$ cat config.mk
export PLATFORM = sky130hd
export DESIGN_NAME = ddfe_serializer
export DESIGN_NICKNAME = d
export VERILOG_FILES = /design/src/decimal_digit_display_frame_emitter_macros.svh /design/src/ddfe_pkg.sv /design/src/ddfe_serializer.sv
export SDC_FILE = /design/constraint.sdc
export NUM_CORES = 1
export LEC_CHECK = 0
export ABC_AREA = 1
export BUFFER_PORTS_ARGS = -buffer_cell sky130_fd_sc_hd__buf_2
export CORE_ASPECT_RATIO = 1.2
export CORE_UTILIZATION = 49
export DETAILED_ROUTE_END_ITERATION = 8
export PLACE_DENSITY = 0.78
export SETUP_SLACK_MARGIN = 0.2
export SYNTH_ARGS = -nofsm -noshare
export SYNTH_HDL_FRONTEND = slang
export SYNTH_SLANG_ARGS = --single-unit
$ cat constraint.sdc
create_clock -name clk -period 2.3 [get_ports clk]
set_input_delay 0.345 -clock clk [delete_from_list [all_inputs] [get_ports clk]]
set_output_delay 0.345 -clock clk [all_outputs]
set_load 0.02 [all_outputs]
$ cat src/decimal_digit_display_frame_emitter_macros.svh
// Assertion macros for the decimal digit display frame emitter.
// Included by the top level; needs clk and rst in scope at the point of use.
`ifndef DECIMAL_DIGIT_DISPLAY_FRAME_EMITTER_MACROS_SVH
`define DECIMAL_DIGIT_DISPLAY_FRAME_EMITTER_MACROS_SVH

`ifndef NO_ASSERTIONS

// Same-cycle implication, sampled on clk, off during reset
`define DDFE_ASSERT_SAME(lbl, pre, post) \
  lbl: assert property (@(posedge clk) disable iff (rst) (pre) |-> (post)) \
    else $error("ddfe assertion failed");

// Next-cycle implication, sampled on clk, off during reset
`define DDFE_ASSERT_NEXT(lbl, pre, post) \
  lbl: assert property (@(posedge clk) disable iff (rst) (pre) |=> (post)) \
    else $error("ddfe assertion failed");

`else

`define DDFE_ASSERT_SAME(lbl, pre, post)
`define DDFE_ASSERT_NEXT(lbl, pre, post)

`endif

`endif

$ cat src/ddfe_pkg.sv
// Shared types, constants and helper functions for the display frame emitter.
// No dependencies; used by ddfe_serializer and the top level.
package ddfe_pkg;

  localparam int VALUE_W = 31;
  localparam int COUNT_W = 4;
  localparam int POS_W   = 4;
  localparam int CODE_W  = 4;
  localparam int FRAME_W = 16;
  localparam int BYTE_W  = 8;

  localparam logic [CODE_W-1:0] BLANK_CODE = 4'd15;

  // Reciprocal of ten for an exact 32-bit divide: q = (v * RECIP10) >> RECIP_SHIFT
  localparam int PROD_W      = VALUE_W + 32;
  localparam int RECIP_SHIFT = 35;
  localparam logic [31:0] RECIP10 = 32'hCCCC_CCCD;

  // Word handed from the digit pipeline to the serializer
  typedef struct packed {
    logic valid;
    logic overflow;
  } run_t;

  // Divide by ten through one multiply
  function automatic logic [VALUE_W-1:0] div10(input logic [VALUE_W-1:0] v);
    logic [PROD_W-1:0] prod;
    prod = PROD_W'(v) * PROD_W'(RECIP10);
    return VALUE_W'(prod[PROD_W-1:RECIP_SHIFT]);
  endfunction

  // Digit from the low bits of a value and of its quotient; blank past the count
  function automatic logic [CODE_W-1:0] digit_code(input logic [3:0]         prev_lo,
                                                   input logic [3:0]         q_lo,
                                                   input logic [COUNT_W-1:0] count,
                                                   input logic [COUNT_W-1:0] pos);
    logic [3:0] d;
    d = prev_lo - {q_lo[0], 3'b000} - {q_lo[2:0], 1'b0};
    return (count >= pos) ? CODE_W'(d) : BLANK_CODE;
  endfunction

endpackage

$ cat src/ddfe_serializer.sv
// Frame serializer: holds one finished run of digit codes and emits one frame per cycle while out_stall is low.
// Depends on ddfe_pkg.
module ddfe_serializer #(
  parameter int NUM_POSITIONS = 8
) (
  input  logic                                        clk,
  input  logic                                        rst,
  input  ddfe_pkg::run_t                              run,
  input  logic [NUM_POSITIONS*ddfe_pkg::CODE_W-1:0]   codes,
  output logic                                        take,
  output logic                                        out_valid,
  input  logic                                        out_stall,
  output logic [ddfe_pkg::POS_W-1:0]                  position,
  output logic [ddfe_pkg::CODE_W-1:0]                 digit_code,
  output logic [ddfe_pkg::FRAME_W-1:0]                frame,
  output logic                                        last,
  output logic                                        overflow
);

  localparam int CODES_W = NUM_POSITIONS * ddfe_pkg::CODE_W;

  logic                        busy;
  logic [ddfe_pkg::POS_W-1:0]  pos;
  logic [CODES_W-1:0]          shreg;
  logic                        ovf;
  logic                        at_last;

  assign at_last = (pos == ddfe_pkg::POS_W'(NUM_POSITIONS));

  // Load a new run when idle or when the final frame leaves this cycle
  assign take = !busy || (at_last && !out_stall);

  always_ff @(posedge clk) begin
    if (rst) begin
      busy <= 1'b0;
    end else if (take) begin
      busy <= run.valid;
    end
  end

  // Position counter and code shifter
  always_ff @(posedge clk) begin
    if (take) begin
      pos   <= ddfe_pkg::POS_W'(1);
      shreg <= codes;
      ovf   <= run.overflow;
    end else if (!out_stall) begin
      pos   <= pos + ddfe_pkg::POS_W'(1);
      shreg <= shreg >> ddfe_pkg::CODE_W;
    end
  end

  // Output word
  assign out_valid  = busy;
  assign position   = pos;
  assign digit_code = shreg[ddfe_pkg::CODE_W-1:0];
  assign frame      = {ddfe_pkg::BYTE_W'(pos), ddfe_pkg::BYTE_W'(shreg[ddfe_pkg::CODE_W-1:0])};
  assign last       = at_last;
  assign overflow   = at_last && ovf;

endmodule

* Yosys cells after proc, flatten, opt, wreduce, memory -nomap -nowiden
Cells that the tools add are included.
W data, S select, Z words.
** Storage, ports and cells
- Logic and storage cells :: 14
- Input port bits :: 37
- Register bits :: 38
- Output and inout bits :: 28
** Operators by class
- Multiplexer cells :: 2
- Reductions and logical operators :: 5
- Add/sub/neg operators :: 1
- Equal/unequal tests :: 2
** Operator list (count)
- $mux W32 :: 2
- $add A4 B1 Y4 const B :: 1
- $eq A4 B4 Y1 const B :: 1
- $logic_and A1 B1 Y1 :: 2
- $logic_not A1 Y1 :: 2
- $ne A2 B2 Y1 const B :: 1
- $logic_or A1 B1 Y1 :: 1

* Logic depth before layout (Yosys ltp)
Gate-level depths: netlist of run 1.
- Depth after elaboration :: 4
- Depth in mapped cells :: 9
- Mapped depth without buffers :: 8

* Least setup slack after synthesis of run 1
Ideal clock, no wire load.
- Kind :: reg2reg
- Start :: register busy, in the netlist out_valid
- End :: register shreg[28], data pin
- Period minus slack after synthesis :: 1.978 ns
- Path slack :: 0.322 ns
- Buffers on the path :: 1
- Library setup time :: 0.251 ns
- Arrival :: 1.728 ns
- Stages on the path, launching flop included :: 5
- Data required time :: 2.049 ns
- Path through :: dfxtp_1 > nand2_1 > nand2_4 > buf_6 > nor2_1
** Between the ends
- Cells in the longest elaborated chain, start to end :: 3
** RTL lines
- start, declared :: RTL line ddfe_serializer.sv:22 : logic busy;
- start signal, assigned :: RTL line ddfe_serializer.sv:37 : busy <= run.valid;
- $logic_not A1 Y1 :: RTL line ddfe_serializer.sv:31 : assign take = !busy || (at_last && !out_stall);
- $logic_or A1 B1 Y1 :: RTL line ddfe_serializer.sv:31
- $mux W32 :: RTL line ddfe_serializer.sv:43 : if (take) begin
- end signal, assigned :: RTL line ddfe_serializer.sv:45 : shreg <= codes;
- end signal, assigned :: RTL line ddfe_serializer.sv:49 : shreg <= shreg >> ddfe_pkg::CODE_W;
- end, declared :: RTL line ddfe_serializer.sv:24 : logic [CODES_W-1:0] shreg;
Every way passes these cells.
A chain may end at the register's enable or synchronous reset.

* Worst setup path after layout of run 1
- Start :: register pos, in the netlist position[0]
- End :: output take
** Between the ends
- Cells in the longest elaborated chain, start to end :: 3
** RTL lines
- start, declared :: RTL line ddfe_serializer.sv:23 : logic [ddfe_pkg::POS_W-1:0] pos;
- start signal, assigned :: RTL line ddfe_serializer.sv:44 : pos <= ddfe_pkg::POS_W'(1);
- start signal, assigned :: RTL line ddfe_serializer.sv:48 : pos <= pos + ddfe_pkg::POS_W'(1);
- $eq A4 B4 Y1 :: RTL line ddfe_serializer.sv:28 : assign at_last = (pos == ddfe_pkg::POS_W'(NUM_POSITIONS));
- $logic_and A1 B1 Y1 :: RTL line ddfe_serializer.sv:31
- $logic_or A1 B1 Y1 :: RTL line ddfe_serializer.sv:31
- end, declared :: RTL line ddfe_serializer.sv:10 : output logic take,
Every way passes these cells.

==> flow_summary_export.csv, run 1 <==
group,metric,value,unit
sta,finalHoldViolCount,0,
grt,busiest_layer,"met2",
critical_path,rrSetupSlack,0.77,ns
cts,h-tree-depth,2,
cts,numCtsBuffers,5,
synth,synth_seq_cells,38,
grt,grt.total_usage,16.3,%
critical_path,cp-end-kind,"output port",
synth,synthDistinctLibCells,18,
synth,synth_top_area_share,52.6,%
synth,synth-edff-count,33,
die,die_area,0.00410,sq mm
power,p_comb_share,15.9,%
routing,dr_total_vias,1327,
power,p_leak,0.00109,uW
critical_path,crit_end,"take",
die,die_x,58.6,um
cts,cts_hold_buf,0,
synth,synthCells,196,
synth,synth.top_cells.by_count,"nand2_1 (88), edfxtp_1 (33), buf_4 (20)",
routing,viasPerCell,4.50,
critical_path,r2r_cells,8,
cts,clock_path_buffers,2,
sta,period_share,85.7,%
synth,synthTopCellsByArea,"edfxtp_1 (53%), nand2_1 (18%), buf_4 (8.0%)",
power,swShare,26.4,%
die,start_util,51.4,%
sta,setup_violations,0,
status,status,"finished clean",
finish,diodes,0,
sta,fmax,508,MHz
grt,grt_start_max_net_pins,34,
die,die_h,69.9,um
finish,nets,281,
grt,grt_pass1_vias,1263,
synth,syn_area_per_cell,9.61,sq um
synth,yosysTopAreaCell,"edfxtp_1",
cts,clock_sinks,38,
critical_path,cpMostUsedCell,"nand2_2",
sta,finalMaxSlewViolations,0,
routing,dr.first_iter.drc_count,95,
grt,grt_pass1_wl,5.06,mm
sta,rsz0062_at_grt,"false",
critical_path,timing.rr.start,"position[0]",
critical_path,setup.worst_path.start,"position[0]",
finish,nFillCells,345,
critical_path,r2r_end,"shreg[4]",
routing,route.detailed.drc,0,
die,fp-row-count,24,
place,routabilityCongestion,0.874,
grt,antenna_found_initial,0,
cts,cts_setup_buffers,0,
critical_path,critical-path-slowest-cell,"dfxtp_1",
routing,routed_wl,3.04,mm
critical_path,critPathKind,"flip-flop to output port",
place,postPlaceCellArea,0.00205,sq mm
power,intPower,1150,uW
sta,period_minus_slack,1.97,ns
grt,overflow,0,
synth,synth-warning-count,0,
cts,path_clk_slew,0.07,ns
routing,wl_per_cell,10.3,um
finish,synthToLayoutAreaGrowth,13.5,%
min_path,hold_path_startpoint,"run[0]",
sta,fin_skew,0.00680,ns
cts,clkLatencyLatePin,0.28,ns
power,p_clk_share,27.6,%
routing,drtPass1Iterations,4,
synth,yosys_most_used_dff,"edfxtp_1",
critical_path,cp_max_fo,33,
min_path,hold_class,"primary input to flip-flop",
grt,grt_use_met3,5.19,%
critical_path,required,1.96,ns
critical_path,crit_chain,"inv_1 -> ha_1 -> nand2_2 -> nor2_4 -> nand2_2 -> nand2_8 -> buf_2",
place,place.port_buffers,56,
finish,final_area,0.00214,sq mm
critical_path,slowest_delay,0.39,ns
sta,setup-tns-final,0,ns
grt,use_met1,18.6,%
grt,met2_usage,27.6,%
synth,synth_most_common_cell,"nand2_1",
flow_run,cap_violations,0,
synth,synth-seq-area-share,57.9,%
critical_path,start_kind,"flip-flop",
critical_path,crit_arrival,1.63,ns
power,power.switching,411,uW
cts,post_cts_resize_count,0,
routing,ant_nets,0,
die,fp.coreArea,0.00366,sq mm
synth,synth_area,0.00188,sq mm
power,irDropWorstVdd,0.000437,V
power,pwr-share-seq,56.5,%
place,hpwl,2.07,mm
cts,cts_tree,"yes",
finish,drive_gt1_share,32.1,%
synth,synthArstFlopShare,0,%
die,pin_count,65,
cts,clockRootBuffer,"clkbuf_8",
power,power_density,727,mW/mm^2
-- critical path: cells and delay by family (launching register included) --
kind | cells | cell delay [ns]
adders and majority gates | 1 | 0.24
DFF | 1 | 0.39
and+or+nand+nor | 4 | 0.41
buffers and inverters | 2 | 0.30
-- flip-flops by register name, summed over array words and instances (netlist names) --
register	cells
out_valid	1
ovf	1
position	4
shreg	32
-- layer usage --
layer | vias up | routed length, um
li1 | 673 | -
met1 | 590 | 1300
met2 | 56 | 1450
met3 | 8 | 235
met4 | 0 | 58
met5 | - | 0
-- power by group through the flow --
stage               clock network, uW  logic (uW)  registers [uW]
floorplan                           0         218             896
global placement                    0         245             890
detailed placement                  0         249             894
CTS                               445         250             879
global route                      466         281             888
finish                            429         248             880
-- cell type report --
cell class / count / area (sq um) / area share [%]
inverter: 14 / 52.6 / 2.46
timing repair buffer: 58 / 295 / 13.8
multi-input combinational: 125 / 554 / 25.9
clock inverter: 2 / 8.76 / 0.409
clock buffer: 6 / 72.6 / 3.39
sequential: 38 / 1090 / 51.0
tap: 52 / 65.1 / 3.04
-- worst min path at each step --
stage	end	slack (ns)	cells after the start
detailed placement	shreg[7]	0.51	2
CTS	ovf	0.23	1
floorplan	ovf	0.44	0
finish	ovf	0.24	1
global route	ovf	0.22	1
global placement	shreg[24]	0.50	2
-- through the flow --
stage               power [uW]  hold WS, ns  util (%)  instances  setup WS [ns]
floorplan                 1110        0.444         -        203          0.322
detailed placement        1140        0.507      55.9        287          0.551
global placement          1140        0.498      55.9        287          0.599
global route              1630        0.223      58.4        295          0.251
CTS                       1570        0.231      58.2        295          0.228
finish                    1560        0.240      58.4        295          0.330
-- layout by cell type (no fill, tap or decap), drive strengths merged --
| cell type | count |
|---|---|
| inv | 14 |
| edfxtp | 33 |
| conb | 8 |
| a21oi | 2 |
| dfxtp | 5 |
| nand2 | 99 |
| buf | 58 |
| ha | 2 |
| o21ai | 1 |
| clkbuf | 6 |
| nor2 | 9 |
| nand3 | 4 |
| clkinv | 2 |
-- cells by family after synthesis --
family / Yosys count / synth area share [%]
flip-flops: 38 / 57.9
AND/OR/NAND/NOR: 112 / 25.2
adder cells (fa/ha/maj): 2 / 1.33
buffers and inverters: 40 / 14.5
AO/OA/AOI/OAI: 3 / 0.797
other: 1 / 0.199
Note: power is estimated with default switching activity, not from simulation.
==> inputs of run 2 (changes only) <==
CAP_MARGIN = 20   (was unset)
CTS_CLUSTER_SIZE = 20   (was unset)
PLACE_DENSITY = 0.84   (was 0.78)
==> flow_summary_export.csv, run 2 (synthesized netlist as in run 1, its figures left out) <==
group,metric,value,unit
die,die_h,69.9,um
routing,route.detailed.drc,0,
routing,routed_wl,3.16,mm
critical_path,crit_arrival,1.62,ns
cts,clock_sinks,38,
die,start_util,51.4,%
finish,top_register,"shreg",
place,postPlaceCellArea,0.00205,sq mm
sta,fin_skew,0.00323,ns
cts,numCtsBuffers,5,
grt,grt_start_max_net_pins,34,
cts,clockRootBuffer,"clkbuf_8",
finish,nets,281,
critical_path,cp_max_fo,33,
power,total_power,1540,uW
routing,drtPass1Iterations,4,
finish,regArea,0.00109,sq mm
sta,holdWs,0.255,ns
power,p_leak,0.00109,uW
cts,cts_setup_buffers,0,
routing,viasPerCell,4.49,
critical_path,start_kind,"flip-flop",
finish,final_cell_mix,"nand2_1 (88), buf_2 (56), edfxtp_1 (33)",
sta,period_share,85.6,%
finish,nFillCells,360,
grt,overflow,0,
finish,diodes,0,
cts,clkLatencyLatePin,0.28,ns
cts,cts_hold_buf,0,
status,status,"finished clean",
grt,grt_pass1_vias,1229,
cts,cts_tree,"yes",
die,pin_count,65,
critical_path,critPathKind,"flip-flop to output port",
sta,period_minus_slack,1.97,ns
die,fp-row-count,24,
sta,setup_violations,0,
cts,path_clk_slew,0.07,ns
finish,drive_gt1_share,31.8,%
routing,ant_nets,0,
routing,dr_total_vias,1320,
cts,clock_path_buffers,2,
grt,grt_pass1_wl,5.21,mm
place,routabilityCongestion,0.873,
sta,finalMaxSlewViolations,0,
place,hpwl,2.25,mm
power,power_density,723,mW/mm^2
finish,synthToLayoutAreaGrowth,13.3,%
die,die_area,0.00410,sq mm
sta,fmax,508,MHz
sta,finalHoldViolCount,0,
flow_run,cap_violations,0,
finish,largest_register_ffs,32,
cts,h-tree-depth,2,
critical_path,required,1.96,ns
routing,wl_per_cell,10.7,um
power,irDropWorstVdd,0.000504,V
grt,grt.total_usage,17.1,%
die,die_x,58.6,um
grt,antenna_found_initial,0,
routing,dr.first_iter.drc_count,61,
sta,rsz0062_at_grt,"false",
place,place.port_buffers,56,
finish,final_area,0.00213,sq mm
finish,final_common_cell,"nand2_1",
critical_path,cp-end-kind,"output port",
finish,multi_input_area,554,sq um
sta,setup-tns-final,0,ns
min_path,hold_class,"primary input to flip-flop",
die,fp.coreArea,0.00366,sq mm
run 2: changes by cell type in the layout (fill, tap and decap cells not counted), sizes merged:
cell / before / now
clkbuf: 6 / 7
clkinv: 2 / 0
run 2: worst paths after layout:
path | from | to | slack (ns) | depth (start not counted)
worst max-delay path | position[0] | take | 0.33 | 7
worst min-delay path | run[0] | ovf | 0.26 | 1
worst max register to register | position[0] | shreg[4] | 0.76 | 8
worst min register to register | shreg[4] | shreg[0] | 0.52 | 2
run 2: layer usage:
metal / vias up / global-route usage [%] / routed length, um / part of all wire, %
met1: 583 / 20.4 / 1370 / 44
met3: 8 / 6.48 / 233 / 7.4
met2: 57 / 28.1 / 1500 / 47
met5: - / 0 / 0 / 0
li1: 672 / - / - / -
met4: 0 / 5.56 / 52 / 1.6
run 2: timing repair:
action	4_1_cts	5_1_grt
gates resized for setup	0	1
hold endpoints to repair	0	0
setup endpoints to repair	0	1
run 2: power breakdown:
group	switching [uW]	internal, uW	total (uW)
sequential	30.4	850	881
combinational	164	87.0	251
clock	203	208	412
total	398	1150	1540
run 2: final cells by class:
class | count | area share, %
Sequential cell | 38 | 51.1
Tap cell | 52 | 3.05
Multi-Input combinational cell | 125 | 26.0
Timing Repair Buffer | 58 | 13.8
Inverter | 14 | 2.46
Clock buffer | 7 | 3.58
run 2: critical path: stages (launching register included):
cell and delay [ns]:
dfxtp_1 0.38, inv_1 0.08, ha_1 0.23, nand2_2 0.10, nor2_4 0.04, nand2_2 0.11, nand2_8 0.17, buf_2 0.22
run 2: per-stage QoR:
stage	utilization, %	setup slack [ns]	cells
floorplan	-	0.322	203
global placement	55.9	0.605	287
detailed placement	55.9	0.521	287
CTS	58.0	0.210	294
global route	58.3	0.213	294
finish	58.3	0.330	294
